File: src/design/fwrm_pkg.sv
// Shared types and constants for the running-minimum FIFO.
package fwrm_pkg;

  localparam int unsigned QueueDepthDefault = 256;
  localparam int unsigned DataW = 32;

  typedef enum logic [1:0] {
    OP_QUERY   = 2'd0,
    OP_ENQUEUE = 2'd1,
    OP_DEQUEUE = 2'd2,
    OP_CLEAR   = 2'd3
  } opcode_e;

  typedef enum logic [1:0] {
    ST_OK    = 2'd0,
    ST_EMPTY = 2'd1,
    ST_FULL  = 2'd2
  } status_e;

  typedef enum logic [2:0] {
    S_IDLE,
    S_EXEC,
    S_EN_CMP,
    S_EN_WR,
    S_DQ_CMP,
    S_READ,
    S_LOAD
  } state_e;

  typedef struct packed {
    logic    latch;
    logic    clear;
    logic    enq_write;
    logic    rd_heads;
    logic    rd_back;
    logic    drop_back;
    logic    push_min;
    logic    dq_commit;
    logic    load_out;
    logic    status_we;
    status_e status;
  } dp_cmd_t;

  typedef struct packed {
    opcode_e op;
    logic    cnt_zero;
    logic    cnt_full;
    logic    min_nonempty;
    logic    min_multi;
    logic    back_gt;
  } dp_stat_t;

endpackage

File: src/design/fwrm_ctrl.sv
// Sequencing state machine for the running-minimum FIFO.
module fwrm_ctrl (
  input  logic              clk_i,
  input  logic              rst_ni,
  input  logic              in_valid_i,
  output logic              in_stall_o,
  output logic              out_valid_o,
  input  logic              out_stall_i,
  input  fwrm_pkg::dp_stat_t stat_i,
  output fwrm_pkg::dp_cmd_t  cmd_o
);

  fwrm_pkg::state_e state_q, state_d;
  logic out_valid_q, out_valid_d;
  logic out_free;

  assign out_free = !out_valid_q || !out_stall_i;

  always_ff @(posedge clk_i or negedge rst_ni) begin
    if (!rst_ni) begin
      state_q     <= fwrm_pkg::S_IDLE;
      out_valid_q <= 1'b0;
    end else begin
      state_q     <= state_d;
      out_valid_q <= out_valid_d;
    end
  end

  always_comb begin
    state_d = state_q;
    case (state_q)
      fwrm_pkg::S_IDLE: begin
        if (in_valid_i) state_d = fwrm_pkg::S_EXEC;
      end
      fwrm_pkg::S_EXEC: begin
        case (stat_i.op)
          fwrm_pkg::OP_ENQUEUE: begin
            if (stat_i.cnt_full) state_d = fwrm_pkg::S_READ;
            else if (stat_i.min_nonempty) state_d = fwrm_pkg::S_EN_CMP;
            else state_d = fwrm_pkg::S_EN_WR;
          end
          fwrm_pkg::OP_DEQUEUE: begin
            if (stat_i.cnt_zero) state_d = fwrm_pkg::S_READ;
            else state_d = fwrm_pkg::S_DQ_CMP;
          end
          default: state_d = fwrm_pkg::S_READ;
        endcase
      end
      fwrm_pkg::S_EN_CMP: begin
        if (!(stat_i.back_gt && stat_i.min_multi)) state_d = fwrm_pkg::S_EN_WR;
      end
      fwrm_pkg::S_EN_WR:  state_d = fwrm_pkg::S_READ;
      fwrm_pkg::S_DQ_CMP: state_d = fwrm_pkg::S_READ;
      fwrm_pkg::S_READ:   state_d = fwrm_pkg::S_LOAD;
      fwrm_pkg::S_LOAD: begin
        if (out_free) state_d = fwrm_pkg::S_IDLE;
      end
      default: state_d = fwrm_pkg::S_IDLE;
    endcase
  end

  always_comb begin
    cmd_o       = '0;
    cmd_o.status = fwrm_pkg::ST_OK;
    in_stall_o  = 1'b1;
    out_valid_d = out_valid_q && out_stall_i;
    case (state_q)
      fwrm_pkg::S_IDLE: begin
        in_stall_o  = 1'b0;
        cmd_o.latch = in_valid_i;
      end
      fwrm_pkg::S_EXEC: begin
        case (stat_i.op)
          fwrm_pkg::OP_ENQUEUE: begin
            if (stat_i.cnt_full) begin
              cmd_o.status_we = 1'b1;
              cmd_o.status    = fwrm_pkg::ST_FULL;
            end else begin
              cmd_o.enq_write = 1'b1;
              cmd_o.rd_back   = stat_i.min_nonempty;
            end
          end
          fwrm_pkg::OP_DEQUEUE: begin
            if (stat_i.cnt_zero) begin
              cmd_o.status_we = 1'b1;
              cmd_o.status    = fwrm_pkg::ST_EMPTY;
            end else begin
              cmd_o.rd_heads = 1'b1;
            end
          end
          fwrm_pkg::OP_CLEAR: cmd_o.clear = 1'b1;
          default: ;
        endcase
      end
      fwrm_pkg::S_EN_CMP: begin
        cmd_o.drop_back = stat_i.back_gt;
        cmd_o.rd_back   = stat_i.back_gt && stat_i.min_multi;
      end
      fwrm_pkg::S_EN_WR:  cmd_o.push_min  = 1'b1;
      fwrm_pkg::S_DQ_CMP: cmd_o.dq_commit = 1'b1;
      fwrm_pkg::S_READ:   cmd_o.rd_heads  = 1'b1;
      fwrm_pkg::S_LOAD: begin
        if (out_free) begin
          cmd_o.load_out = 1'b1;
          out_valid_d    = 1'b1;
        end
      end
      default: ;
    endcase
  end

  assign out_valid_o = out_valid_q;

endmodule

File: config.mk
export PLATFORM = sky130hd
export DESIGN_NAME = fwrm_ctrl
export DESIGN_NICKNAME = d
export VERILOG_FILES = /design/src/design/fwrm_pkg.sv /design/src/design/fwrm_ctrl.sv
export SDC_FILE = /design/constraint.sdc
export NUM_CORES = 1
export LEC_CHECK = 0
export BUFFER_PORTS_ARGS = -buffer_cell sky130_fd_sc_hd__buf_2
export CORE_AREA = 10 10 47 49
export DETAILED_ROUTE_END_ITERATION = 16
export DIE_AREA = 0 0 57 59
export MAX_ROUTING_LAYER = met4
export PLACE_DENSITY = 0.61
export SYNTH_ARGS = -nofsm -noshare
export SYNTH_HDL_FRONTEND = slang
export SYNTH_SLANG_ARGS = --single-unit
File: constraint.sdc
create_clock -name clk_i -period 1.64 [get_ports clk_i]
set_input_delay 0.082 -clock clk_i [delete_from_list [all_inputs] [get_ports clk_i]]
set_output_delay 0.082 -clock clk_i [all_outputs]
set_load 0.02 [all_outputs]
Yosys cells after proc, flatten, opt, wreduce, memory -nomap -nowiden:

Cells that the tools add are included.

* register bits: 4
* input bits: 11
* output and inout port bits: 14
* word-level logic and storage cells: 53

* equal/unequal tests: 12
* muxes and demuxes: 31
* reduce and logical (&&, ||, !) cells: 8

Operators by type and width (count)
* $mux W3: 7
* $mux W1: 18
* $pmux W3 S6: 1
* $pmux W3 S2: 2
* $eq A3 B3 Y1 const B: 3
* $eq A3 B2 Y1 const B: 2
* $ne A2 B2 Y1 const B: 3
* $eq A2 B2 Y1 const B: 2
* $pmux W1 S2: 2
* $eq A3 B1 Y1 const B: 1
* $logic_not A3 Y1: 1
* $reduce_and A3 Y1: 1
* $eq A2 B1 Y1 const B: 1
* $logic_and A1 B1 Y1: 2
* $logic_not A1 Y1: 2
* $mux W2: 1
* $reduce_or A2 Y1: 1
* $logic_or A1 B1 Y1: 1

Longest topological paths before layout:

Gate-level depths: netlist of the first run.

* depth in word-level cells: 4
* depth in mapped cells: 5
* mapped depth without buffers: 5

Worst setup path after synthesis of the first run:

No wires, ideal clock.

* path type: register to output
* start: register state_q[1]
* end: output cmd_o[11] (netlist name)
* arrival: 1291 ps
* data required time: 1558 ps
* path slack: 267 ps
* cell stages (with the launch flop): 4
* cell sequence: dfrtp_1 > buf_6 > or3_1 > nor2_1

RTL lines
* start, declared: line fwrm_ctrl.sv:13 `fwrm_pkg::state_e state_q, state_d;`
* start signal, assigned: line fwrm_ctrl.sv:21 `state_q <= fwrm_pkg::S_IDLE;`
* start signal, assigned: line fwrm_ctrl.sv:24 `state_q <= state_d;`
* end, declared: line fwrm_ctrl.sv:10 `output fwrm_pkg::dp_cmd_t cmd_o`

==> results.md, run 1 <==
* CTS H-tree lvls at 1
* # port buffers at 24
* Final min period at 1.53 ns
* Final setup vio count at 0
* Crit share post-route at 93.6%
* Drt drc at 0
* Hpwl dp at 960 um
* Avg Cell Area, Syn at 7.58 um^2
* Vias at 467
* Crit Path Max Fanout at 9
* Die W at 57 um
* Clock transition at path regs at 0.04 ns
* Vias per cell at 4.81
* CTS tree: yes
* GRT overflow at 0
* Placed insts at 91
* Worst R2R Start: state_q[1]
* RSZ-0062 raised after global routing: false
* Final Util at 41.3%
* Critical hold path startpoint: out_stall_i
* Max cap viols at 0
* Slew headroom at 79.5%
* Drt first-iter violations at 1
* # clock sinks at 4
* Net Sw Power at 0.000405 W
* Vias in the first global route at 462
* Critical path arrival at 1.45 ns
* GPL Wtd Cong at 0.797
* Status: complete, no violations
* Leakage power at 0.317 nW
* Sequential power share at 28.7%
* Critical path type: reg2out
* Wire per inst at 12.1 um
* CP endpoint kind: output port
* Drt first pass iters at 4
* Core area at 1400 um^2
* TNS Setup at 0 ns
* Fmax at 651 MHz
* Tot GR Track Use at 7.30%
* Sequential share of the synthesized area at 24.5%
* Latest clock arrival within the worst-skew pair at 0.23 ns
* Peak VDD IR at 0.641 mV
* Inserted Diodes at 0
* Sw frac at 47.1%
* Non-Filler Instances at 97
* Layout cells sized above 1 at 39.5%
* Mapped Cells at 54
* Initial core utilization at 29.2%
* Area Growth Syn to Fin at 41.3%
* Worst path required time at 1.56 ns
* Row Count at 14
* CP startpoint kind: flop
* Worst-Margin Slew at 0.307 ns
* Die height at 59 um
* Initial antenna violation count at 0
* Ys Warns at 0
* Placement Setup Slack at 0.292 ns
* Final WL at 1170 um
* First-pass GRT wire length at 1960 um
* Area post-placement at 528 um^2
* Final worst slack at 0.105 ns
* Fill count at 159
* Post-Syn Area at 409 um^2
* Netlist cell types at 25
* Buffer levels on the longest clock path at 2
* NumNets Final at 97
* Worst min path class: in2reg
* Power density of the placed cells at 1490 nW/um^2
* Post-route cell area at 578 um^2
* Synth Register Bits at 4
* Most common cell after layout, fill and taps aside: buf_2
* Most frequent cells in the layout: 24 x buf_2, 7 x nand2_1, 6 x nor2_1
* Full die area at 3360 um^2
* Largest net degree at the start of global routing at 14
* Post-synth net total at 68
* Final Hold Viols at 0
* Root Buffer: clkbuf_4
* Crit. Startpoint: state_q[2]
* Clk pwr share at 13.8%
* Combinational share of power at 57.5%
* Pint at 0.000455 W
* Num CTS Buffers at 3
* Ports at 25
* Clock skew at 0.00374 ns
* Final Slew Violations at 0
* Final ANT Viol Nets at 0
registers in the layout, indices dropped and copies added (netlist names):
register and flops:
state_q 3, out_valid_o 1
final timing paths:
| kind | end | slack (ns) | cells past startpoint |
|---|---|---|---|
| max in group asynchronous | state_q[0] | 1.33 | 2 |
| min in group asynchronous | out_valid_o | 0.18 | 2 |
| setup reg to reg | state_q[0] | 0.42 | 3 |
| setup / recovery | cmd_o[2] | 0.11 | 4 |
| hold reg to reg | state_q[2] | 0.58 | 1 |
| hold / removal | out_valid_o | 0.14 | 3 |
synth_stat cells (all sizes together):
| cell type | n | area [um^2] |
|---|---|---|
| a211oi | 2 | 20.0 |
| nor3b | 1 | 7.51 |
| a31oi | 1 | 6.26 |
| nor2 | 6 | 22.5 |
| o21ai | 2 | 10.0 |
| o2bb2ai | 1 | 8.76 |
| o221a | 1 | 11.3 |
| and2 | 3 | 18.8 |
| or3 | 1 | 6.26 |
| a211o | 1 | 8.76 |
| nor2b | 2 | 12.5 |
| nand2 | 7 | 26.3 |
| dfrtp | 4 | 100 |
| inv | 5 | 18.8 |
| ha | 3 | 37.5 |
| nand3 | 1 | 5.00 |
| a21oi | 2 | 10.0 |
| nor3 | 2 | 10.0 |
| a41oi | 1 | 8.76 |
| nand2b | 3 | 18.8 |
| and4bb | 1 | 12.5 |
| nand3b | 1 | 7.51 |
| buf | 3 | 21.3 |
worst max-delay path, cell delays in order (launching register included):
cell	delay, ns
dfrtp_2	0.44
nand2b_1	0.19
nand2b_1	0.19
a211oi_1	0.19
buf_2	0.21
cell families after synthesis:
group                      share of synthesized area (%)
buffers and inverters                               9.79
adders and majority gates                           9.18
and+or+nand+nor                                     36.1
AOI/OAI and AO/OA                                   20.5
DFF                                                 24.5
area by class of cell:
cell class                      instances  area [um^2]  area share [%]
Sequential cell                         4          103            17.7
Clock buffer                            3         22.5            3.90
Multi-Input combinational cell         42          269            46.5
Tap cell                               16         20.0            3.46
Inverter                                5         18.8            3.25
Timing Repair Buffer                   27          145            25.1
metrics by stage:
step	power (W)	hold WS [ns]
floorplan	0.000592	-0.214
global placement	0.000702	-0.112
detailed placement	0.000705	-0.112
CTS	0.000833	0.128
global route	0.000941	0.140
finish	0.000860	0.135
power by group through the flow:
stage	Clock, W	Combinational, W	Sequential (W)
2_1_floorplan	0	0.000410	0.000182
3_3_place_gp	0	0.000451	0.000251
3_5_place_dp	0	0.000453	0.000252
4_1_cts	0.000124	0.000456	0.000253
5_1_grt	0.000135	0.000545	0.000261
6_report	0.000119	0.000495	0.000247
repair_timing:
item                                    in CTS  in global routing
endpoints found under the setup margin       0                  2
endpoints found under the hold margin        4                  0
buffers inserted                             0                  2
hold buffers                                 1                  0
resized for setup                            0                  2
per-layer routing:
metal	part of all wire, %	global-route usage, %	vias up
met5	0	-	-
met4	2.0	6.04	0
met3	9.4	2.79	2
met2	44	10.5	20
met1	45	7.77	204
li1	-	-	241
Power figures use the tool's default switching activity.
==> run 2: changes to the inputs <==
--- a/config.mk
+++ b/config.mk
@@ -11,6 +11,7 @@
 export DIE_AREA = 0 0 57 59
 export MAX_ROUTING_LAYER = met4
 export PLACE_DENSITY = 0.61
+export SETUP_SLACK_MARGIN = 0.4
 export SYNTH_ARGS = -nofsm -noshare
 export SYNTH_HDL_FRONTEND = slang
 export SYNTH_SLANG_ARGS = --single-unit
==> results.md, run 2 (synthesized netlist as in run 1, its figures left out) <==
* Combinational share of power at 70.0%
* NumNets Final at 108
* Most common cell after layout, fill and taps aside: buf_4
* Placement Setup Slack at 0.308 ns
* Max cap viols at 0
* Status: complete, no violations
* Peak VDD IR at 0.630 mV
* Clock transition at path regs at 0.04 ns
* TNS Setup at 0 ns
* CP endpoint kind: output port
* Sequential power share at 19.8%
* Initial antenna violation count at 0
* Crit share post-route at 88.0%
* Full die area at 3360 um^2
* Slew headroom at 86.9%
* Fmax at 693 MHz
* Final min period at 1.44 ns
* Core area at 1400 um^2
* Wire per inst at 13.8 um
* # port buffers at 24
* WP buf/inv at 2
* Worst path required time at 1.56 ns
* Crit Path Max Fanout at 5
* Clock skew at 0.0104 ns
* Final worst slack at 0.197 ns
* Final Util at 56.2%
* Initial core utilization at 29.2%
* Largest net degree at the start of global routing at 9
* First-pass GRT wire length at 2460 um
* Net Sw Power at 0.000539 W
* CP max stage delay at 0.43 ns
* Max FFs per register at 3
* Latest clock arrival within the worst-skew pair at 0.24 ns
* Clk pwr share at 10.2%
* Power density of the placed cells at 1580 nW/um^2
* CTS H-tree lvls at 1
* Worst-Margin Slew at 0.197 ns
* Ports at 25
* Vias in the first global route at 545
* Final setup vio count at 0
* Drt drc at 0
* Worst min path class: in2reg
* Hpwl dp at 971 um
* Sw frac at 43.2%
* Drt first pass iters at 4
* Layout cells sized above 1 at 59.8%
* Most flops, register: state_q
* CP cell instances: buf_6, or3_4, nor2_4, buf_6
* Area Growth Syn to Fin at 92.4%
* Row Count at 14
* Cell family with most CP delay: simple AND/OR/NAND/NOR gates
* Slowest cell on crit path: dfrtp_2
* Pint at 0.000707 W
* CP startpoint kind: flop
* # clock sinks at 4
* Root Buffer: clkbuf_4
* RSZ-0062 raised after global routing: true
* Most frequent cells in the layout: 17 x buf_4, 11 x buf_2, 9 x buf_6
* Final Hold Viols at 0
* Buffer levels on the longest clock path at 2
* Die W at 57 um
* Final Slew Violations at 0
* Vias at 526
* Leakage power at 0.395 nW
* Critical path type: reg2out
* Num CTS Buffers at 3
* CTS tree: yes
* Critical path arrival at 1.36 ns
* Vias per cell at 4.87
* Tot Pwr at 0.00125 W
* Drt first-iter violations at 6
* CP most frequent cell: buf_6
* Final ANT Viol Nets at 0
* Inserted Diodes at 0
* Final WL at 1490 um
* GRT overflow at 0
* GPL Wtd Cong at 0.805
* Tot GR Track Use at 9.41%
* Die height at 59 um
run 2: cell count changes in the layout (fill, tap and decap cells not counted), moves of 2 or more:
cell,delta
buf_2,-13
nor3_1,-2
buf_4,+15
a21oi_1,-2
a21oi_2,+2
buf_6,+9
nor3_2,+2
run 2: final cells by class:
class / count / area, um^2
Clock buffer: 3 / 22.5
Fill cell: 141 / 614
Inverter: 5 / 21.3
Multi-Input combinational cell: 42 / 325
Sequential cell: 4 / 104
Tap cell: 16 / 20.0
Timing Repair Buffer: 38 / 294
run 2: through the flow:
stage / hold slack, ns / std cells / instance area, um^2
floorplan: -0.214 / 54 / 422
global placement: -0.110 / 91 / 541
detailed placement: -0.107 / 91 / 541
CTS: 0.123 / 106 / 727
global route: 0.172 / 108 / 787
finish: 0.152 / 108 / 787
run 2: layer usage:
metal / track usage [%] / wire length [um]
met2: 14.1 / 766
met1: 9.59 / 591
met4: 7.38 / 21
met3: 3.86 / 106
met5: - / 0
run 2: worst register-to-register path, cell delays in order, from the launching register on:
cell and delay, ns:
dfrtp_2 0.47, buf_4 0.18, a211oi_2 0.16, a31oi_1 0.12, o221a_1 0.26
run 2: path summary, 6_finish.rpt:
check / to / startpoint / cells past startpoint / slack, ns
min in group asynchronous: state_q[2] / rst_ni / 2 / 0.18
max in group asynchronous: state_q[1] / rst_ni / 2 / 1.32
max reg2reg: state_q[0] / state_q[1] / 4 / 0.33
max: cmd_o[11] / state_q[2] / 4 / 0.20
min: out_valid_o / out_stall_i / 3 / 0.15
min reg2reg: out_valid_o / out_valid_o / 2 / 0.63
run 2: repair_timing:
action / CTS / global route
hold endpoints to repair: 4 / 0
buffers inserted: 11 / 2
hold buffers: 1 / 0
resized for setup: 24 / 12
setup endpoints to repair: 14 / 14
pin swaps: 4 / 1
run 2: power by group through the flow:
stage	Combinational (W)	Clock, W	Sequential [W]
6_report	0.000872	0.000127	0.000247
5_1_grt	0.000939	0.000142	0.000259
4_1_cts	0.000783	0.000128	0.000230
3_5_place_dp	0.000465	0	0.000253
3_3_place_gp	0.000460	0	0.000248
2_1_floorplan	0.000419	0	0.000182
